**src/rtl/bounded_ordered_list_engine_core_defines.svh**
```systemverilog
`ifndef BOUNDED_ORDERED_LIST_ENGINE_CORE_DEFINES_SVH
`define BOUNDED_ORDERED_LIST_ENGINE_CORE_DEFINES_SVH

// Condition must hold at every clock edge out of reset.
`define BOLE_ASSERT_ALWAYS(lbl, clk, rstn, cond) \
  lbl: assert property (@(posedge clk) disable iff (!rstn) (cond)) \
    else $error("bole: invariant violated");

// Antecedent at an edge implies consequent at the same edge.
`define BOLE_ASSERT_IMPL(lbl, clk, rstn, ante, cons) \
  lbl: assert property (@(posedge clk) disable iff (!rstn) (ante) |-> (cons)) \
    else $error("bole: implication violated");

`endif

```
**src/rtl/bole_pkg.sv**
```systemverilog
package bole_pkg;

  localparam int CAPACITY_DEF   = 64;
  localparam int DATA_WIDTH_DEF = 32;

  localparam int REQ_W  = 4;
  localparam int VAL_W  = 32;
  localparam int POS_W  = 6;
  localparam int STAT_W = 2;
  localparam int IDX_W  = 7;

  typedef enum logic [REQ_W-1:0] {
    REQ_INS_BACK    = 4'd0,
    REQ_INS_FRONT   = 4'd1,
    REQ_DEL_BACK    = 4'd2,
    REQ_DEL_FRONT   = 4'd3,
    REQ_ERASE_VALUE = 4'd4,
    REQ_ERASE_AT    = 4'd5,
    REQ_FIND        = 4'd6,
    REQ_CLEAR       = 4'd7,
    REQ_READ_AT     = 4'd8
  } req_t;

  localparam logic [STAT_W-1:0] ST_OK        = 2'd0;
  localparam logic [STAT_W-1:0] ST_FULL      = 2'd1;
  localparam logic [STAT_W-1:0] ST_RANGE     = 2'd2;
  localparam logic [STAT_W-1:0] ST_NOT_FOUND = 2'd3;

  // What a cell loads at the next edge.
  typedef enum logic [1:0] {
    CELL_HOLD,
    CELL_LOAD,
    CELL_FROM_LO,
    CELL_FROM_HI
  } cell_cmd_t;

endpackage

```
**src/rtl/bole_cell.sv**
```systemverilog
module bole_cell #(
  parameter int DATA_WIDTH = bole_pkg::DATA_WIDTH_DEF
) (
  input  logic                  clk,
  input  bole_pkg::cell_cmd_t   cmd,
  input  logic [DATA_WIDTH-1:0] key,
  input  logic [DATA_WIDTH-1:0] lo_data,
  input  logic [DATA_WIDTH-1:0] hi_data,
  output logic [DATA_WIDTH-1:0] data,
  output logic                  match
);

  logic [DATA_WIDTH-1:0] data_r;
  logic [DATA_WIDTH-1:0] data_nxt;

  always_comb begin
    case (cmd)
      bole_pkg::CELL_LOAD:    data_nxt = key;
      bole_pkg::CELL_FROM_LO: data_nxt = lo_data;
      bole_pkg::CELL_FROM_HI: data_nxt = hi_data;
      default:                data_nxt = data_r;
    endcase
  end

  always_ff @(posedge clk) begin
    data_r <= data_nxt;
  end

  assign data  = data_r;
  assign match = (data_r == key);

endmodule

```
**config.mk**
```make
export PLATFORM = sky130hd
export DESIGN_NAME = bole_cell
export DESIGN_NICKNAME = d
export VERILOG_FILES = /design/src/rtl/bounded_ordered_list_engine_core_defines.svh /design/src/rtl/bole_pkg.sv /design/src/rtl/bole_cell.sv
export SDC_FILE = /design/constraint.sdc
export NUM_CORES = 1
export LEC_CHECK = 0
export ABC_AREA = 1
export BUFFER_PORTS_ARGS = -buffer_cell sky130_fd_sc_hd__buf_4
export CORE_MARGIN = 2
export CORE_UTILIZATION = 41
export CTS_BUF_LIST = sky130_fd_sc_hd__clkbuf_4 sky130_fd_sc_hd__clkbuf_8
export DETAILED_ROUTE_END_ITERATION = 16
export PLACE_DENSITY = 0.82
export SYNTH_ARGS = -nofsm -noshare
export SYNTH_HDL_FRONTEND = slang
export SYNTH_SLANG_ARGS = --single-unit
```
**constraint.sdc**
```tcl
create_clock -name clk -period 1.1 [get_ports clk]
set_input_delay 0.11 -clock clk [delete_from_list [all_inputs] [get_ports clk]]
set_output_delay 0.11 -clock clk [all_outputs]
set_load 0.01 [all_outputs]
```
==> impl_metrics.yaml, run 1 <==
run_status:
  outcome: "complete, but fails checks"
  violations: "negative setup slack"
cts:
  cts_tree: "done"
  cts.sink_count: 32
  root_buffer: "clkbuf_8"
  cts_made_buffers: 5
  clk_pin_slew_ns: 0.06
  cts_hold_buf: 0
  clock_path_buffers: 2
  htreeDepth: 2
floorplanning:
  core_area_sq_um: 5473
  die_x_um: 78.83
  chipHeight_um: 78.83
  num_io_pins: 132
  initial_core_util_pct: 41.95
  dieArea_sq_um: 6214
  rows: 27
synthesis:
  ys_warn_count: 0
  synth_seq_area_share_pct: 41.85
  synthTopCellsByArea: "edfxtp_1, nand2_1, inv_1, o211ai_1, nand3_1"
  synth_area_leader_cell: "edfxtp_1"
  synth_top_area_share_pct: 41.85
  netlist_area_sq_um: 2296
  ys_types: 14
  yosys_register_bits: 32
  syn_inst: 327
  syn_avg_cell_area_sq_um: 7.021
  synth_nets: 426
place:
  gp_congestion: 0.7768
  dp_slack_ns: -0.1598
  portBuffers: 131
  dp_hpwl_mm: 5.054
hold_path:
  min_path_type: "in -> reg"
  hold-path-cell-count: 3
  holdCritStartpoint: "lo_data[28]"
  worstHoldEndpoint: "data[28]"
timing:
  rsz0062_at_grt: "yes"
  setup_viol: 1
  period_share_pct: 139.2
  max_clock_freq_ghz: 0.6532
  timing.final.crit_period_ns: 1.531
  fin_ws_ns: -0.4310
  worstMarginPinSlew_ns: 0.4779
  maxSlewHeadroom_pct: 68.14
  finalHoldViolCount: 0
  slew_violations: 0
finish:
  area_growth_pct: 61.47
  fin_util_pct: 67.74
  num_antenna_cells: 0
  drive_gt1_share_pct: 35.97
  n_fill_cell: 479
  final_cell_mix: "nand2_1, buf_4, inv_1, nand3_1, edfxtp_1"
  largest_reg_flops: 32
  nets: 579
critical_path:
  crit_path_start_kind: "register"
  arrival_ns: 1.42
  crit_top_cell: "nand2_1"
  max_stage_delay_ns: 0.43
  crit_path_top_delay_cell: "edfxtp_1"
  worstPathCellList: "nand2_1 > nand2_1 > nor2_1 > nand2_1 > nor2_1 > nand2_1 > nor2_2 > buf_4"
  critPathKind: "reg -> out"
  endpoint_kind: "primary output"
  cp_max_fo: 3
  worstPathRequired_ns: 0.99
pwr:
  ir_drop_mv: 0.6629
  power_density_nw_per_um2: 1057
  p_leak_uw: 0.001951
routing:
  drc: 0
  first_iter_violations: 140
  dr_total_vias: 2588
  detail-route-antenna-nets: 0
  dr.pass1.iters: 4
  via_per_inst: 4.680
  wl_per_cell_um: 12.25
  wl_mm: 6.774
grt:
  antenna_found_initial: 0
  grt_usage_pct: 21.16
  grt_pass1_wl_mm: 10.52
  grt_pass1_vias: 2489
  globalRouteOverflowTotal: 0
  grt_max_degree: 46
job:
  maxCapViolCount: 0
[kinds of logic (layout without fill, tap and decap cells)]
kind of cell | Yosys count | in the layout | synth area share (%)
compound gates | 29 | 29 | 9.482
xor+xnor | 3 | 3 | 1.145
buf+inv | 73 | 227 | 13.73
simple gates | 190 | 190 | 33.79
flops | 32 | 32 | 41.85
[layer usage]
metal / vias to the layer above / wire length [um] / global-route usage [%]
met2: 93 / 3445 / 37.95
met5: - / 0 / 0
li1: 1347 / - / -
met4: 0 / 114 / 7.069
met1: 1137 / 2750 / 25.29
met3: 11 / 464 / 4.318
[metrics by stage]
step / setup TNS (ns) / hold slack [ns] / cells / instance area, sq um / total power (uW)
after CTS: -0.4480 / 0.1036 / 553 / 3623 / 3874
after global placement: -0.1614 / 0.3883 / 543 / 3498 / 2882
final: -0.4310 / 0.1124 / 553 / 3707 / 3919
after global routing: -0.6360 / 0.1260 / 553 / 3707 / 4140
after detailed placement: -0.2018 / 0.3934 / 543 / 3498 / 2920
after floorplan: 0 / 0.2996 / 327 / 2301 / 2171
[power breakdown]
part,internal (uW),switching [uW]
registers,1520,109
logic,789,586
clock network,490,422
total,2800,1120
[worst max path at each step]
stage	from	to
floorplan	data[17]	match
global placement	data[22]	match
detailed placement	data[18]	match
CTS	data[18]	match
global route	data[14]	match
finish	data[27]	match
[Yosys cell counts]
cell	n
edfxtp_1	32
clkbuf_1	2
buf_6	3
nand3_1	35
nor2_1	21
or2_2	1
nor2_8	1
o211ai_1	29
xor2_1	3
inv_1	58
buf_4	2
nand2_1	132
buf_2	7
inv_4	1
[repair_timing]
item                                    4_1_cts  5_1_grt
endpoints found under the setup margin        6       21
gates cloned                                  0        0
gates resized for setup                       6       23
setup buffers                                 7        8
pin swaps                                     4        6
[cell type report]
| class | instances | area [sq um] | area share, % |
|---|---|---|---|
| inverter | 59 | 224.0 | 6.041 |
| multi-input combinational | 222 | 1030 | 27.78 |
| clock inverter | 1 | 3.754 | 0.1012 |
| sequential | 32 | 960.9 | 25.92 |
| timing repair buffer | 160 | 1315 | 35.47 |
| clock buffer | 7 | 83.83 | 2.261 |
| tap | 72 | 90.09 | 2.430 |
[worst max-delay path, delay by kind of cell, from the launching register on]
family                 cells  cell delay (ns)
flip-flops                 1             0.43
buffers and inverters      1             0.13
AND/OR/NAND/NOR            7             0.58
Note: power is estimated with default switching activity, not from simulation.
==> run 2, diff against run 1 <==
--- a/config.mk
+++ b/config.mk
@@ -5,13 +5,12 @@
 export SDC_FILE = /design/constraint.sdc
 export NUM_CORES = 1
 export LEC_CHECK = 0
-export ABC_AREA = 1
 export BUFFER_PORTS_ARGS = -buffer_cell sky130_fd_sc_hd__buf_4
 export CORE_MARGIN = 2
-export CORE_UTILIZATION = 41
+export CORE_UTILIZATION = 39
 export CTS_BUF_LIST = sky130_fd_sc_hd__clkbuf_4 sky130_fd_sc_hd__clkbuf_8
 export DETAILED_ROUTE_END_ITERATION = 16
-export PLACE_DENSITY = 0.82
+export PLACE_DENSITY = 0.81
 export SYNTH_ARGS = -nofsm -noshare
 export SYNTH_HDL_FRONTEND = slang
 export SYNTH_SLANG_ARGS = --single-unit
==> run 2 against run 1 <==
  * The run still ends with negative setup slack left
  * Setup slack got worse by 0.17 ns
  * Hold slack improved by 0.067 ns
  * Synthesized cell count decreased by 44%
  * Clock-buffer cell count decreased by 1
  * Sequential power about the same
  * Power decreased by 5.2%
  * Global-route usage decreased by 1.5 points
  * Clock power decreased by 4.7%
  * Die area decreased by 8.6%
  * Largest power group unchanged
  * Highest routed layer unchanged
==> impl_metrics.yaml, run 2 <==
synthesis:
  synth_nets: 282
  synth_area_leader_cell: "edfxtp_1"
  synthTopCellsByArea: "edfxtp_1, mux2i_1, xor2_1, a21oi_1, nor2_1"
  synthAdderAreaFrac_pct: 0
  ys_types: 12
  ys_warn_count: 0
  yosys.area_share.xor_xnor_pct: 14.11
  synth_top_family_by_area: "multiplexers"
  synth-compound-area-share_pct: 8.060
  async_flop_share_pct: 0
  yosysMostFrequentCell: "nor2_1"
  netlist_area_sq_um: 1987
  synth_commonest_cells: "nor2_1, a21oi_1, edfxtp_1, mux2i_1, xor2_1"
  yosys_register_bits: 32
  synth_top_area_share_pct: 48.36
  syn_avg_cell_area_sq_um: 10.86
  synthFlopType: "edfxtp_1"
  synthMuxAreaShare_pct: 16.12
  syn_inst: 183
  synth_edf_count: 32
  yosys.area_share.simple_pct: 9.698
  synth_seq_area_share_pct: 48.36
finish:
  stdcell_area_sq_um: 3367
  fin_util_pct: 69.90
  drive_gt1_share_pct: 50.30
  ff_latch_area_sq_um: 960.9
  n_fill_cell: 414
  nets: 435
  multi_input_area_sq_um: 977.2
  largest_reg_flops: 32
  num_antenna_cells: 0
  area_growth_pct: 69.46
  layout_commonest_cell: "buf_4"
floorplanning:
  rows: 25
  core_area_sq_um: 4817
  initial_core_util_pct: 41.25
  die_x_um: 75.38
  chipHeight_um: 75.38
  num_io_pins: 132
  dieArea_sq_um: 5681
timing:
  setup_tns_ns: -0.5991
  setup_viol: 1
  fin_ws_ns: -0.5991
  slew_violations: 0
  finalHoldViolCount: 0
  worstMarginPinSlew_ns: 0.4704
  maxSlewHeadroom_pct: 68.64
  max_clock_freq_ghz: 0.5885
  rsz0062_at_grt: "yes"
  period_share_pct: 154.5
  timing.final.crit_period_ns: 1.699
hold_path:
  min_path_type: "in -> reg"
grt:
  antenna_found_initial: 0
  grt_pass1_wl_mm: 8.355
  grt-busiest-layer: "met2"
  globalRouteOverflowTotal: 0
  grt_usage_pct: 19.68
  grtUsageMet1_pct: 22.63
  gr-usage-met2_pct: 36.33
  grt_pass1_vias: 1953
  grt_max_degree: 37
  grt_use_met3_pct: 5.556
critical_path:
  cp_max_fo: 2
  crit_path_start_kind: "register"
  critPathKind: "reg -> out"
  endpoint_kind: "primary output"
  arrival_ns: 1.59
  worstPathRequired_ns: 0.99
cts:
  cts_hold_buf: 0
  clk_pin_slew_ns: 0.06
  cts_tree: "done"
  clock_path_buffers: 2
  htreeDepth: 2
  cts.sink_count: 32
  root_buffer: "clkbuf_8"
  cts_made_buffers: 5
place:
  dp_hpwl_mm: 4.552
  gp_congestion: 0.8166
  portBuffers: 131
  placed_cell_area_sq_um: 3199
routing:
  first_iter_violations: 56
  dr.pass1.iters: 4
  dr_total_vias: 1966
  detail-route-antenna-nets: 0
  drc: 0
  wl_per_cell_um: 14.54
  wl_mm: 5.860
  via_per_inst: 4.878
job:
  maxCapViolCount: 0
pwr:
  ir_drop_mv: 0.7862
  total_power_uw: 3716
  p_leak_uw: 0.001588
  power_density_nw_per_um2: 1104
run_status:
  outcome: "complete, but fails checks"
  violations: "negative setup slack"
## run 2: path summary, 6_finish.rpt
kind | startpoint | to | slack [ns] | cells after the start
worst min-delay path | key[3] | data[3] | 0.18 | 3
worst max-delay path | data[13] | match | -0.60 | 5
## run 2: metrics by stage
| stage | instances | worst slack [ns] | hold slack (ns) |
|---|---|---|---|
| after floorplan | 183 | -0.1462 | 0.3399 |
| after global placement | 395 | -0.3297 | 0.4466 |
| after detailed placement | 395 | -0.2981 | 0.4531 |
| after CTS | 403 | -0.5866 | 0.1661 |
| after global routing | 403 | -0.6555 | 0.1795 |
| final | 403 | -0.5991 | 0.1793 |
## run 2: timing repair
| action | CTS | global route |
|---|---|---|
| buffers inserted | 1 | 7 |
| gates resized for setup | 4 | 16 |
| gates cloned | 0 | 0 |
| pin swaps | 3 | 6 |
| setup endpoints to repair | 1 | 16 |
## run 2: kinds of logic after synthesis
| kind of cell | after synthesis |
|---|---|
| AOI/OAI and AO/OA | 32 |
| xor gates and xnor gates | 32 |
| buffers and inverters | 11 |
| DFF | 32 |
| muxes | 32 |
| and+or+nand+nor | 44 |
## run 2: area by class of cell
cell class                      count  share of cell area, %
Tap cell                           67                  2.490
Clock inverter                      1                 0.1486
Clock buffer                        6                  2.267
Sequential cell                    32                  28.54
Timing Repair Buffer              157                  37.53
Multi-Input combinational cell    140                  29.02
## run 2: layer usage
| layer | part of all wire, % | vias up |
|---|---|---|
| li1 | - | 965 |
| met1 | 38 | 913 |
| met2 | 53 | 84 |
| met3 | 8.3 | 4 |
| met4 | 0.87 | 0 |
| met5 | 0 | - |
## run 2: critical path, cell delays in order, from the launching register on
cell	delay (ns)
edfxtp_1	0.42
xor2_1	0.16
nor4_1	0.31
nand4_1	0.17
nor2_2	0.13
buf_4	0.13
## run 2: where the power goes
group	total [uW]	switching, uW	internal (uW)
sequential	1610	93.2	1520
clock	869	415	455
combinational	1240	500	735
total	3720	1010	2710
